<file path="src/hw/rtl/apm_pkg.sv">
// ----------------------------------------------------------------------------
// apm_pkg
// shared types, constants and helpers of the approximate primer matcher
// ----------------------------------------------------------------------------
`default_nettype none

package apm_pkg;

    localparam int PATTERN_MAX = 64;
    localparam int IDX_W       = $clog2(PATTERN_MAX);
    localparam int COST_W      = 7;
    localparam int POS_W       = 16;
    localparam int K_W         = 6;
    localparam int LEN_W       = 7;
    localparam int CODE_W      = 4;
    localparam int CFG_DATA_W  = 64;
    localparam int CFG_IDX_W   = 3;
    localparam int CODES_WORDS = 4;
    localparam int IN_DATA_W   = 8;
    localparam int OUT_DATA_W  = 24;

    localparam logic [CFG_IDX_W-1:0] REG_PATTERN_LENGTH = 3'd0;
    localparam logic [CFG_IDX_W-1:0] REG_MAX_DIFF       = 3'd1;
    localparam logic [CFG_IDX_W-1:0] REG_SEARCH_LIMIT   = 3'd2;
    localparam logic [CFG_IDX_W-1:0] REG_CODES_LOW      = 3'd3;
    localparam logic [CFG_IDX_W-1:0] REG_CODES_SECOND   = 3'd4;
    localparam logic [CFG_IDX_W-1:0] REG_CODES_THIRD    = 3'd5;
    localparam logic [CFG_IDX_W-1:0] REG_CODES_HIGH     = 3'd6;

    localparam logic [7:0] CHAR_A = 8'h41;
    localparam logic [7:0] CHAR_C = 8'h43;
    localparam logic [7:0] CHAR_G = 8'h47;
    localparam logic [7:0] CHAR_T = 8'h54;

    localparam logic [CODE_W-1:0] MASK_A    = 4'b0001;
    localparam logic [CODE_W-1:0] MASK_C    = 4'b0010;
    localparam logic [CODE_W-1:0] MASK_G    = 4'b0100;
    localparam logic [CODE_W-1:0] MASK_T    = 4'b1000;
    localparam logic [CODE_W-1:0] MASK_NONE = 4'b0000;

    typedef logic [COST_W-1:0] t_cost;

    typedef struct packed {
        logic [IDX_W-1:0] last_idx;
        logic [K_W-1:0]   max_diff;
        logic [POS_W-1:0] search_limit;
    } t_cfg;

    typedef struct packed {
        logic             we;
        logic [IDX_W-1:0] addr;
        t_cost            data;
    } t_mem_wr;

    function automatic logic [CODE_W-1:0] base_mask(input logic [7:0] ch);
        logic [CODE_W-1:0] m;
        case (ch)
            CHAR_A:  m = MASK_A;
            CHAR_C:  m = MASK_C;
            CHAR_G:  m = MASK_G;
            CHAR_T:  m = MASK_T;
            default: m = MASK_NONE;
        endcase
        return m;
    endfunction

    // last used row index, length clamped to 1..PATTERN_MAX
    function automatic logic [IDX_W-1:0] last_row(input logic [LEN_W-1:0] len);
        logic [IDX_W-1:0] r;
        if (len == '0) begin
            r = '0;
        end else if (len > LEN_W'(PATTERN_MAX)) begin
            r = IDX_W'(PATTERN_MAX - 1);
        end else begin
            r = IDX_W'(len - LEN_W'(1));
        end
        return r;
    endfunction

endpackage

`default_nettype wire

</file>
<file path="src/hw/rtl/apm_cfg.sv">
// ----------------------------------------------------------------------------
// apm_cfg
// configuration registers and primer code lookup
// ----------------------------------------------------------------------------
`default_nettype none

module apm_cfg (
    input  wire logic                                i_clk,
    input  wire logic                                i_rst_n,
    input  wire logic                                i_cfg_valid,
    input  wire logic [apm_pkg::CFG_IDX_W-1:0]       i_cfg_index,
    input  wire logic [apm_pkg::CFG_DATA_W-1:0]      i_cfg_data,
    input  wire logic [apm_pkg::IDX_W-1:0]           i_code_idx,
    output apm_pkg::t_cfg                            o_cfg,
    output logic [apm_pkg::CODE_W-1:0]               o_code
);

    logic [apm_pkg::LEN_W-1:0]      r_len;
    logic [apm_pkg::K_W-1:0]        r_max_diff;
    logic [apm_pkg::POS_W-1:0]      r_limit;
    logic [apm_pkg::CFG_DATA_W-1:0] r_codes [apm_pkg::CODES_WORDS];

    always_ff @(posedge i_clk) begin
        if (!i_rst_n) begin
            r_len      <= apm_pkg::LEN_W'(1);
            r_max_diff <= '0;
            r_limit    <= '1;
            for (int w = 0; w < apm_pkg::CODES_WORDS; w++) begin
                r_codes[w] <= '0;
            end
        end else if (i_cfg_valid) begin
            case (i_cfg_index)
                apm_pkg::REG_PATTERN_LENGTH: r_len      <= i_cfg_data[apm_pkg::LEN_W-1:0];
                apm_pkg::REG_MAX_DIFF:       r_max_diff <= i_cfg_data[apm_pkg::K_W-1:0];
                apm_pkg::REG_SEARCH_LIMIT:   r_limit    <= i_cfg_data[apm_pkg::POS_W-1:0];
                apm_pkg::REG_CODES_LOW:      r_codes[0] <= i_cfg_data;
                apm_pkg::REG_CODES_SECOND:   r_codes[1] <= i_cfg_data;
                apm_pkg::REG_CODES_THIRD:    r_codes[2] <= i_cfg_data;
                apm_pkg::REG_CODES_HIGH:     r_codes[3] <= i_cfg_data;
                default: ;
            endcase
        end
    end

    always_comb begin
        o_cfg.last_idx     = apm_pkg::last_row(r_len);
        o_cfg.max_diff     = r_max_diff;
        o_cfg.search_limit = r_limit;
        o_code = r_codes[i_code_idx[5:4]][{i_code_idx[3:0], 2'b00} +: apm_pkg::CODE_W];
    end

endmodule

`default_nettype wire

</file>
<file path="src/hw/rtl/apm_cost_mem.sv">
// ----------------------------------------------------------------------------
// apm_cost_mem
// edit-distance column memory, registered read, per-entry valid bits
// ----------------------------------------------------------------------------
`default_nettype none

module apm_cost_mem (
    input  wire logic                          i_clk,
    input  wire logic                          i_rst_n,
    input  wire logic                          i_clear,
    input  apm_pkg::t_mem_wr                   i_wr,
    input  wire logic [apm_pkg::IDX_W-1:0]     i_raddr,
    output apm_pkg::t_cost                     o_rdata
);

    apm_pkg::t_cost                   r_mem [apm_pkg::PATTERN_MAX];
    apm_pkg::t_cost                   r_rdata;
    logic [apm_pkg::IDX_W-1:0]        r_raddr;
    logic [apm_pkg::PATTERN_MAX-1:0]  r_valid;

    always_ff @(posedge i_clk) begin
        if (i_wr.we) begin
            r_mem[i_wr.addr] <= i_wr.data;
        end
        r_rdata <= r_mem[i_raddr];
        r_raddr <= i_raddr;
    end

    always_ff @(posedge i_clk) begin
        if (!i_rst_n || i_clear) begin
            r_valid <= '0;
        end else if (i_wr.we) begin
            r_valid[i_wr.addr] <= 1'b1;
        end
    end

    // entry never written since restart reads as row index plus one
    assign o_rdata = r_valid[r_raddr] ? r_rdata
                                      : apm_pkg::COST_W'({1'b0, r_raddr} + 7'd1);

endmodule

`default_nettype wire

</file>
<file path="src/hw/rtl/apm_cell.sv">
// ----------------------------------------------------------------------------
// apm_cell
// one edit-distance recurrence step for a primer row
// ----------------------------------------------------------------------------
`default_nettype none

module apm_cell (
    input  wire logic [apm_pkg::CODE_W-1:0] i_code,
    input  wire logic [apm_pkg::CODE_W-1:0] i_mask,
    input  apm_pkg::t_cost                  i_diag,
    input  apm_pkg::t_cost                  i_above,
    input  apm_pkg::t_cost                  i_old,
    output apm_pkg::t_cost                  o_cost
);

    apm_pkg::t_cost m;

    always_comb begin
        m = i_diag;
        if (i_old < m) begin
            m = i_old;
        end
        if (i_above < m) begin
            m = i_above;
        end
        if ((i_code & i_mask) != '0) begin
            o_cost = i_diag;
        end else begin
            o_cost = m + apm_pkg::COST_W'(1);
        end
    end

endmodule

`default_nettype wire

</file>
<file path="src/hw/rtl/approx_pattern_match_iupac.sv">
// ----------------------------------------------------------------------------
// approx_pattern_match_iupac
// semi-global k-differences primer search over a stream of read bases
// ----------------------------------------------------------------------------
// Read bases enter on the s_axis channel, one ASCII base per word; tuser
// restarts the read, tlast marks its final base. Registers are written on
// the cfg channel (always ready), by the user only while the block is idle;
// the block does not enforce it. The cost column is a 64-entry memory. Each
// searched base sweeps the column one row per cycle (read, update, write
// back), then a finish step, the only step of a base past the search limit.
// On a last base the result (found flag, earliest end position) is loaded
// into the m_axis output register in its finish step. The next base is
// taken while a result waits; if a second result is due while the first
// is still stalled, the block holds in its finish step until the output
// frees. Reset loads register defaults and starts a fresh read; the column
// is restarted by clearing per-row valid bits, no clearing pass.
// ----------------------------------------------------------------------------
`default_nettype none

module approx_pattern_match_iupac (
    input  wire logic                               i_clk,
    input  wire logic                               i_rst_n,
    input  wire logic                               s_axis_tvalid,
    output logic                                    s_axis_tready,
    input  wire logic [apm_pkg::IN_DATA_W-1:0]      s_axis_tdata,  // read_base
    input  wire logic                               s_axis_tuser,  // first_of_read
    input  wire logic                               s_axis_tlast,  // last_of_read
    output logic                                    m_axis_tvalid,
    input  wire logic                               m_axis_tready,
    output logic [apm_pkg::OUT_DATA_W-1:0]          m_axis_tdata,  // match_found, match_end_position
    input  wire logic                               i_cfg_valid,
    output logic                                    o_cfg_ready,
    input  wire logic [apm_pkg::CFG_IDX_W-1:0]      i_cfg_index,
    input  wire logic [apm_pkg::CFG_DATA_W-1:0]     i_cfg_data
);

    typedef enum logic [1:0] {
        S_IDLE,
        S_SCAN,
        S_FINISH
    } t_state;

    t_state                          r_state;
    logic [apm_pkg::IDX_W-1:0]       r_idx;
    logic [apm_pkg::CODE_W-1:0]      r_mask;
    logic                            r_last;
    logic [apm_pkg::POS_W-1:0]       r_pos;
    logic                            r_found;
    logic [apm_pkg::POS_W-1:0]       r_first_end;
    apm_pkg::t_cost                  r_diag;
    apm_pkg::t_cost                  r_above;
    logic                            r_out_valid;
    logic                            r_out_found;
    logic [apm_pkg::POS_W-1:0]       r_out_pos;

    apm_pkg::t_cfg                   cfg;
    logic [apm_pkg::CODE_W-1:0]      code;
    apm_pkg::t_cost                  old_cost;
    apm_pkg::t_cost                  new_cost;
    apm_pkg::t_mem_wr                mem_wr;
    logic [apm_pkg::IDX_W-1:0]       mem_raddr;
    logic                            mem_clear;
    logic                            accept;
    logic                            out_free;
    logic                            out_load;
    logic [apm_pkg::POS_W-1:0]       eff_pos;
    logic [apm_pkg::POS_W-1:0]       n_pos;

    assign s_axis_tready = (r_state == S_IDLE);
    assign accept        = s_axis_tvalid && s_axis_tready;
    assign o_cfg_ready   = 1'b1;
    assign out_free      = !r_out_valid || m_axis_tready;
    assign out_load      = (r_state == S_FINISH) && r_last && out_free;
    assign eff_pos       = s_axis_tuser ? '0 : r_pos;
    assign n_pos         = (r_pos == '1) ? r_pos : r_pos + apm_pkg::POS_W'(1);

    assign m_axis_tvalid = r_out_valid;
    assign m_axis_tdata  = {7'b0, r_out_pos, r_out_found};

    apm_cfg u_cfg (
        .i_clk       (i_clk),
        .i_rst_n     (i_rst_n),
        .i_cfg_valid (i_cfg_valid),
        .i_cfg_index (i_cfg_index),
        .i_cfg_data  (i_cfg_data),
        .i_code_idx  (r_idx),
        .o_cfg       (cfg),
        .o_code      (code)
    );

    apm_cell u_cell (
        .i_code  (code),
        .i_mask  (r_mask),
        .i_diag  (r_diag),
        .i_above (r_above),
        .i_old   (old_cost),
        .o_cost  (new_cost)
    );

    always_comb begin
        mem_wr.we   = (r_state == S_SCAN);
        mem_wr.addr = r_idx;
        mem_wr.data = new_cost;
        mem_raddr   = accept ? '0 : r_idx + apm_pkg::IDX_W'(1);
        mem_clear   = (accept && s_axis_tuser) || out_load;
    end

    apm_cost_mem u_mem (
        .i_clk   (i_clk),
        .i_rst_n (i_rst_n),
        .i_clear (mem_clear),
        .i_wr    (mem_wr),
        .i_raddr (mem_raddr),
        .o_rdata (old_cost)
    );

    always_ff @(posedge i_clk) begin
        if (!i_rst_n) begin
            r_state     <= S_IDLE;
            r_idx       <= '0;
            r_last      <= 1'b0;
            r_pos       <= '0;
            r_found     <= 1'b0;
            r_first_end <= '0;
            r_out_valid <= 1'b0;
        end else begin
            if (out_load) begin
                r_out_valid <= 1'b1;
            end else if (m_axis_tready) begin
                r_out_valid <= 1'b0;
            end
            case (r_state)
                S_IDLE: begin
                    if (accept) begin
                        if (s_axis_tuser) begin
                            r_found     <= 1'b0;
                            r_first_end <= '0;
                        end
                        r_pos   <= eff_pos;
                        r_mask  <= apm_pkg::base_mask(s_axis_tdata);
                        r_last  <= s_axis_tlast;
                        r_diag  <= '0;
                        r_above <= '0;
                        r_idx   <= '0;
                        r_state <= (eff_pos < cfg.search_limit) ? S_SCAN : S_FINISH;
                    end
                end
                S_SCAN: begin
                    r_diag  <= old_cost;
                    r_above <= new_cost;
                    r_idx   <= r_idx + apm_pkg::IDX_W'(1);
                    if (r_idx == cfg.last_idx) begin
                        if (new_cost <= {1'b0, cfg.max_diff} && !r_found) begin
                            r_found     <= 1'b1;
                            r_first_end <= r_pos;
                        end
                        r_state <= S_FINISH;
                    end
                end
                S_FINISH: begin
                    if (!r_last) begin
                        r_pos   <= n_pos;
                        r_state <= S_IDLE;
                    end else if (out_free) begin
                        r_out_found <= r_found;
                        r_out_pos   <= r_found ? r_first_end : '0;
                        r_pos       <= '0;
                        r_found     <= 1'b0;
                        r_first_end <= '0;
                        r_state     <= S_IDLE;
                    end
                end
                default: begin
                    r_state <= S_IDLE;
                end
            endcase
        end
    end

    // column write never collides with a restart of the column
    a_no_wr_on_clear: assert property (@(posedge i_clk) disable iff (!i_rst_n)
        !(mem_wr.we && mem_clear))
        else $error("column write during restart");

    // sweep stays within the configured primer
    a_idx_in_range: assert property (@(posedge i_clk) disable iff (!i_rst_n)
        (r_state == S_SCAN) |-> (r_idx <= cfg.last_idx))
        else $error("row index beyond primer length");

    // a result is produced only by the finish step of a last base
    a_result_source: assert property (@(posedge i_clk) disable iff (!i_rst_n)
        $rose(r_out_valid) |-> $past(r_state == S_FINISH && r_last))
        else $error("result without last base");

    // recorded end never lies ahead of the current position
    a_end_before_pos: assert property (@(posedge i_clk) disable iff (!i_rst_n)
        r_found |-> (r_first_end <= r_pos))
        else $error("end position ahead of read position");

endmodule

`default_nettype wire
</file>
<file path="config.mk">
export PLATFORM = sky130hd
export DESIGN_NAME = approx_pattern_match_iupac
export DESIGN_NICKNAME = d
export VERILOG_FILES = /design/src/hw/rtl/apm_pkg.sv /design/src/hw/rtl/apm_cfg.sv /design/src/hw/rtl/apm_cost_mem.sv /design/src/hw/rtl/apm_cell.sv /design/src/hw/rtl/approx_pattern_match_iupac.sv
export SDC_FILE = /design/constraint.sdc
export NUM_CORES = 1
export LEC_CHECK = 0
export ABC_AREA = 1
export ABC_CLOCK_PERIOD_IN_PS = 9500
export BUFFER_PORTS_ARGS = -buffer_cell sky130_fd_sc_hd__buf_4
export CAP_MARGIN = 10
export CORE_ASPECT_RATIO = 0.8
export CORE_MARGIN = 2
export CORE_UTILIZATION = 59
export DETAILED_ROUTE_END_ITERATION = 16
export GPL_ROUTABILITY_DRIVEN = 0
export PLACE_DENSITY = 0.77
export SYNTH_ARGS = -nofsm -noshare
export SYNTH_HDL_FRONTEND = slang
export SYNTH_HIERARCHICAL = 1
export SYNTH_SLANG_ARGS = --single-unit
</file>
<file path="constraint.sdc">
create_clock -name i_clk -period 9.5 [get_ports i_clk]
set_input_delay 1.9 -clock i_clk [delete_from_list [all_inputs] [get_ports i_clk]]
set_output_delay 1.9 -clock i_clk [all_outputs]
set_load 0.01 [all_outputs]
</file>
Word-level counts from Yosys, hierarchy flattened. Memory sizes are Yosys's and may differ from the RTL's. A register that Yosys moved wholly into a read port is not among the register bits. Cells that the tools add are included. W data, S select, Z words.

Bits of input ports: 82. Output and inout bits: 27. Register bits: 177. Memories kept: 2. Logic and storage cells: 161. Memory bits (writable): 704.

Memory list: u_mem.r_mem (words 64, width 7, rd ports 1, clocked after memory_dff 1, write ports 1, line apm_cost_mem.sv:16) `apm_pkg::t_cost r_mem [apm_pkg::PATTERN_MAX];`; u_cfg.r_codes (words 4, width 64, rd ports 1, clocked after memory_dff 1, write ports 4, line apm_cfg.sv:21) `logic [apm_pkg::CFG_DATA_W-1:0] r_codes [apm_pkg::CODES_WORDS];`.

Shift-type cells: 1. Order comparisons: 8. Equal/unequal tests: 22. Muxes and demuxes: 69. Bitwise logic cells: 6. Reductions and logical operators: 31. $add $sub $neg: 5.

Operators with widths (number): $mux W64 (4); $mux W16 (10); $or A64 B64 Y64 (1); $shiftx A64 B7 Y4 (1); $pmux W16 S3 (1); $mux W7 (5); $eq A8 B7 Y1 const B (4); $pmux W16 S2 (1); $mux W1 (29); $pmux W7 S2 (2); $mux W6 (4); $add A16 B1 Y16 const B (1); $eq A16 B16 Y1 const B (1); $lt A16 B16 Y1 (1); $pmux W4 S4 (1); $lt A6 B7 Y1 const B (2); $lt A7 B7 Y1 (2); $mux W2 (7); $pmux W6 S2 (1); $reduce_and A2 Y1 (5); $eq A3 B3 Y1 const B (3); $reduce_and A3 Y1 (3); $ne A2 B1 Y1 const B (4); $reduce_and A4 Y1 (2); other kinds (30) (47).

Logic depth before layout (Yosys ltp).
Depth in word-level cells: 14. Gate-level depth with buffers: 51. Gate-level depth less buffers: 49.

Modules after synthesis. The synthesis kept the hierarchy.

By module, submodules not included: apm_cost_mem (cells an instance 1964, area an instance 21341.7 um^2, times used 1, sequential area each 14994.4 um^2); apm_cfg (cells an instance 1347, area an instance 12888.6 um^2, times used 1, sequential area each 8267.9 um^2); approx_pattern_match_iupac (cells an instance 651, area an instance 4762.1 um^2, times used 1, sequential area each 1911.8 um^2); apm_cell (cells an instance 152, area an instance 834.6 um^2, times used 1, sequential area each 0.0 um^2).

Worst setup path after synthesis. Ideal clock, no wire load.

Path type: register -> register. Start point: reg u_mem/r_raddr[0] in the netlist's numbering. End point: reg r_found. Path buffers: 4. Cell stages (with the launch flop): 37. Slack: 1778 ps. Arrival: 7653 ps. Data required time: 9431 ps. Period minus slack after synthesis: 7722 ps. Path through: dfxtp_1 buf_4 buf_4 nand2_1 nand3_1 nand3_1 nand3_1 nand3_1 nand2_1 nand2_2 nand3_1 nand2_1 ha_1 nand2_2 inv_2 a21oi_4 nand2_2 buf_2 o21ai_0 inv_1 ha_1 a21oi_1 nor2_1 a211oi_4 nand2_8 nand2_1 nand2_2 o21ai_0 inv_1 ha_1 nand3_1 nand2_1 nand2_1 nand2_1 buf_2 nand3_1 a21oi_2.

RTL lines: from (decl) (line apm_cost_mem.sv:18) `logic [apm_pkg::IDX_W-1:0] r_raddr;`; from (signal assigned) (line apm_cost_mem.sv:26) `r_raddr <= i_raddr;`; to (signal assigned) (line approx_pattern_match_iupac.sv:123) `r_found <= 1'b0;`; to (signal assigned) (line approx_pattern_match_iupac.sv:136) `r_found <= 1'b0;`; to (signal assigned) (line approx_pattern_match_iupac.sv:154) `r_found <= 1'b1;`; to (decl) (line approx_pattern_match_iupac.sv:48) `logic r_found;`.

==> summary.txt <==
status -> finished, final reports clean
#FFs+latches synth -> 888
CP Capture Type -> flop
Pins Over Slew Limit -> 0
# placed instances -> 4,910
post-CTS setup buffers -> 0
Avg Vias per Cell -> 5.810
final WL -> 98.47 mm
worst r2r src -> u_mem/r_raddr[1]
Setup TNS -> 0 ns
area share of the largest cell type after synthesis -> 55.72%
hold depth -> 2
Worst Path Required -> 10.01 ns
Reg-to-Reg End -> r_first_end[6]
CP startpoint kind -> flop
worst hold endpoint -> r_first_end[7]
Pre-Repair DR Iteration Count -> 9
post-CTS sizing -> 0
Worst Tran Pin Value -> 1.111 ns
Post-CTS Hold Fix Bufs -> 0
antenna-violating nets left -> 0
Cells after Synth -> 4,114
Worst-path clk slew -> 0.06 ns
clk_lat worst skew -> 0.66 ns
Vias -> 29,450
Chip Height -> 236.4 um
I/O pin count -> 109
Hold Crit Class -> reg -> reg
final period utilization -> 79.73%
Max Cap Viol -> 0
PD cells -> 224.7 nW/um^2
HPWL reported at the end of detailed placement -> 56.54 mm
worst reg2reg path depth -> 37
core area -> 67,000 um^2
Warnings, synthesis -> 6
Filler Cell Count -> 5,042
slowest CP cell -> dfxtp_1
Setup Skew -> 0.02885 ns
First DRT Iteration DRCs -> 3,780
top cell type by total area after synthesis -> edfxtp_1
area of the die -> 69,610 um^2
sequential area share after synthesis -> 63.21%
Core Util, Final -> 65.26%
Rows -> 85
share of flip-flops with an asynchronous set or reset -> 0%
GRT Total Usage -> 28.39%
Max Clock Freq -> 132.0 MHz
average size of a mapped cell -> 9.681 um^2
r2r setup slk -> 1.93 ns
worst vdd ir -> 0.1858 mV
# DRC -> 0
Num CTS Buffers -> 85
first-pass GRT wire length -> 154.1 mm
critical path arrival -> 8.08 ns
final hold vios -> 0
mapped cell area -> 39,830 um^2
largest net degree at the start of global routing -> 119
hold_ws -> 0.4737 ns
# port buffers -> 100
Post-synth EDFFs -> 739
CP peak stage delay -> 0.64 ns
Final min period -> 7.575 ns
Static Leak -> 17.14 nW
Root Buffer -> clkbuf_16
max_slew headroom -> 25.91%
antenna violations before repair -> 1
Max clock buf depth -> 3
Synth-to-Final Area Change -> 9.783%
grt ovf -> 0
share of cells above drive strength 1 -> 8.885%
Most common cell on crit path -> nand2_1
top post-synthesis cells by area -> edfxtp_1 (56%), nand2_1 (8.8%), dfxtp_1 (7.5%), nor2_1 (7.1%), nand3_1 (5.8%)
Final Setup Violations -> 0
H-tree levels -> 3
CP Class -> reg -> reg
RSZ-0062 raised after global routing -> no
Main synth FF type -> edfxtp_1
vias in the first global route -> 28,130
nets -> 4,247
CTS tree -> done
Yosys cell types -> 50
Routed WL per cell -> 19.43 um
Layout Cells excl Fill -> 5,069
clock sink count -> 888
initial core utilization -> 59.44%
crit path max fanout -> 35
hold path startpoint -> r_first_end[7]
chip width -> 294.5 um
## cell usage in the layout, fill, tap and decap left out, types with 71 or more instances in the layout
cell | synthesis | final
nand3_1 | 462 | 459
clkbuf_16 | 0 | 88
nand2_1 | 934 | 931
o22ai_1 | 72 | 71
buf_4 | 24 | 143
edfxtp_1 | 739 | 739
inv_1 | 291 | 289
dfxtp_1 | 149 | 146
a21oi_1 | 84 | 84
o21ai_0 | 188 | 182
nor2_1 | 749 | 745
## synthesized netlist by cell type, types with 4 or more instances
cell type	count
nor2_1	749
o22ai_1	72
nand3_1	462
o21ai_1	23
a21oi_1	84
buf_2	59
inv_1	291
edfxtp_1	739
nand2_2	10
buf_1	13
o21ai_0	188
inv_2	17
nand3_2	4
o211ai_1	18
nor3_1	21
dfxtp_1	149
nand2_1	934
buf_4	24
xor2_1	11
nor2_2	6
clkbuf_1	84
or2_2	5
nand4_1	9
nor4_1	4
buf_6	41
a21oi_2	11
nand2_4	11
ha_1	38
## registers in the layout, indices dropped and copies added (netlist names), 16 cells and up
| name | count |
|---|---|
| u_mem/r_mem | 448 |
| u_cfg/r_codes | 256 |
| u_mem/r_valid | 64 |
| r_first_end | 16 |
| r_out_pos | 16 |
| r_pos | 16 |
| u_cfg/r_limit | 16 |
## power breakdown
part	leakage, nW	internal, mW	switching (mW)	total [mW]
sequential	8.11	4.62	0.0624	4.68
combinational	7.61	0.428	1.24	1.67
clock	1.42	2.00	1.47	3.47
## how the worst max path moves through the flow
| stage | from | endpoint | slack [ns] |
|---|---|---|---|
| 2_1_floorplan | u_mem/r_raddr[0] | r_found | 1.78 |
| 3_3_place_gp | u_mem/r_raddr[1] | r_first_end[11] | 2.48 |
| 3_5_place_dp | u_mem/r_raddr[1] | r_first_end[9] | 2.13 |
| 4_1_cts | u_mem/r_raddr[1] | r_first_end[9] | 2.12 |
| 5_1_grt | u_mem/r_raddr[1] | r_first_end[7] | 1.23 |
| 6_report | u_mem/r_raddr[1] | r_first_end[6] | 1.93 |
## worst max-delay path, delay by kind of cell (launching register included)
family / cells / cell delay (ns)
simple gates: 26 / 4.18
compound gates: 6 / 1.30
fa+ha+maj: 3 / 0.82
flops: 1 / 0.64
buf+inv: 2 / 0.51
## logic make-up (layout without fill, tap and decap cells)
logic type,after synthesis,in the layout,synth area share (%)
xor+xnor,12,12,0.2639
buf+inv,535,613,6.302
fa+ha+maj,38,38,1.194
other cells,2,9,0.01886
simple gates,2226,2226,23.19
flops,888,888,63.21
compound gates,413,413,5.818
## final cells by class
class / instances / area (um^2) / area share, %
clock inverter: 44 / 489.2 / 1.119
sequential: 888 / 25180 / 57.59
clock buffer: 114 / 2390 / 5.466
antenna: 1 / 2.502 / 0.005723
tap: 870 / 1089 / 2.490
inverter: 312 / 1180 / 2.699
timing repair buffer: 143 / 1074 / 2.455
multi-input combinational: 2697 / 12320 / 28.18
## stage by stage
| stage | total power, mW | setup slack [ns] | cell area (um^2) |
|---|---|---|---|
| after floorplan | 5.945 | 1.778 | 39850 |
| after global placement | 6.342 | 2.475 | 40840 |
| after detailed placement | 6.394 | 2.133 | 40840 |
| after CTS | 9.839 | 2.125 | 43720 |
| after global routing | 10.21 | 1.234 | 43720 |
| final | 9.823 | 1.925 | 43720 |
## routing by layer
layer	wire (um)	track usage, %	vias up
li1	-	-	13800
met1	41830	42.15	13950
met2	44370	43.05	1526
met3	9575	4.325	185
met4	2688	9.539	0
met5	0	0	-
Power figures use the tool's default switching activity.
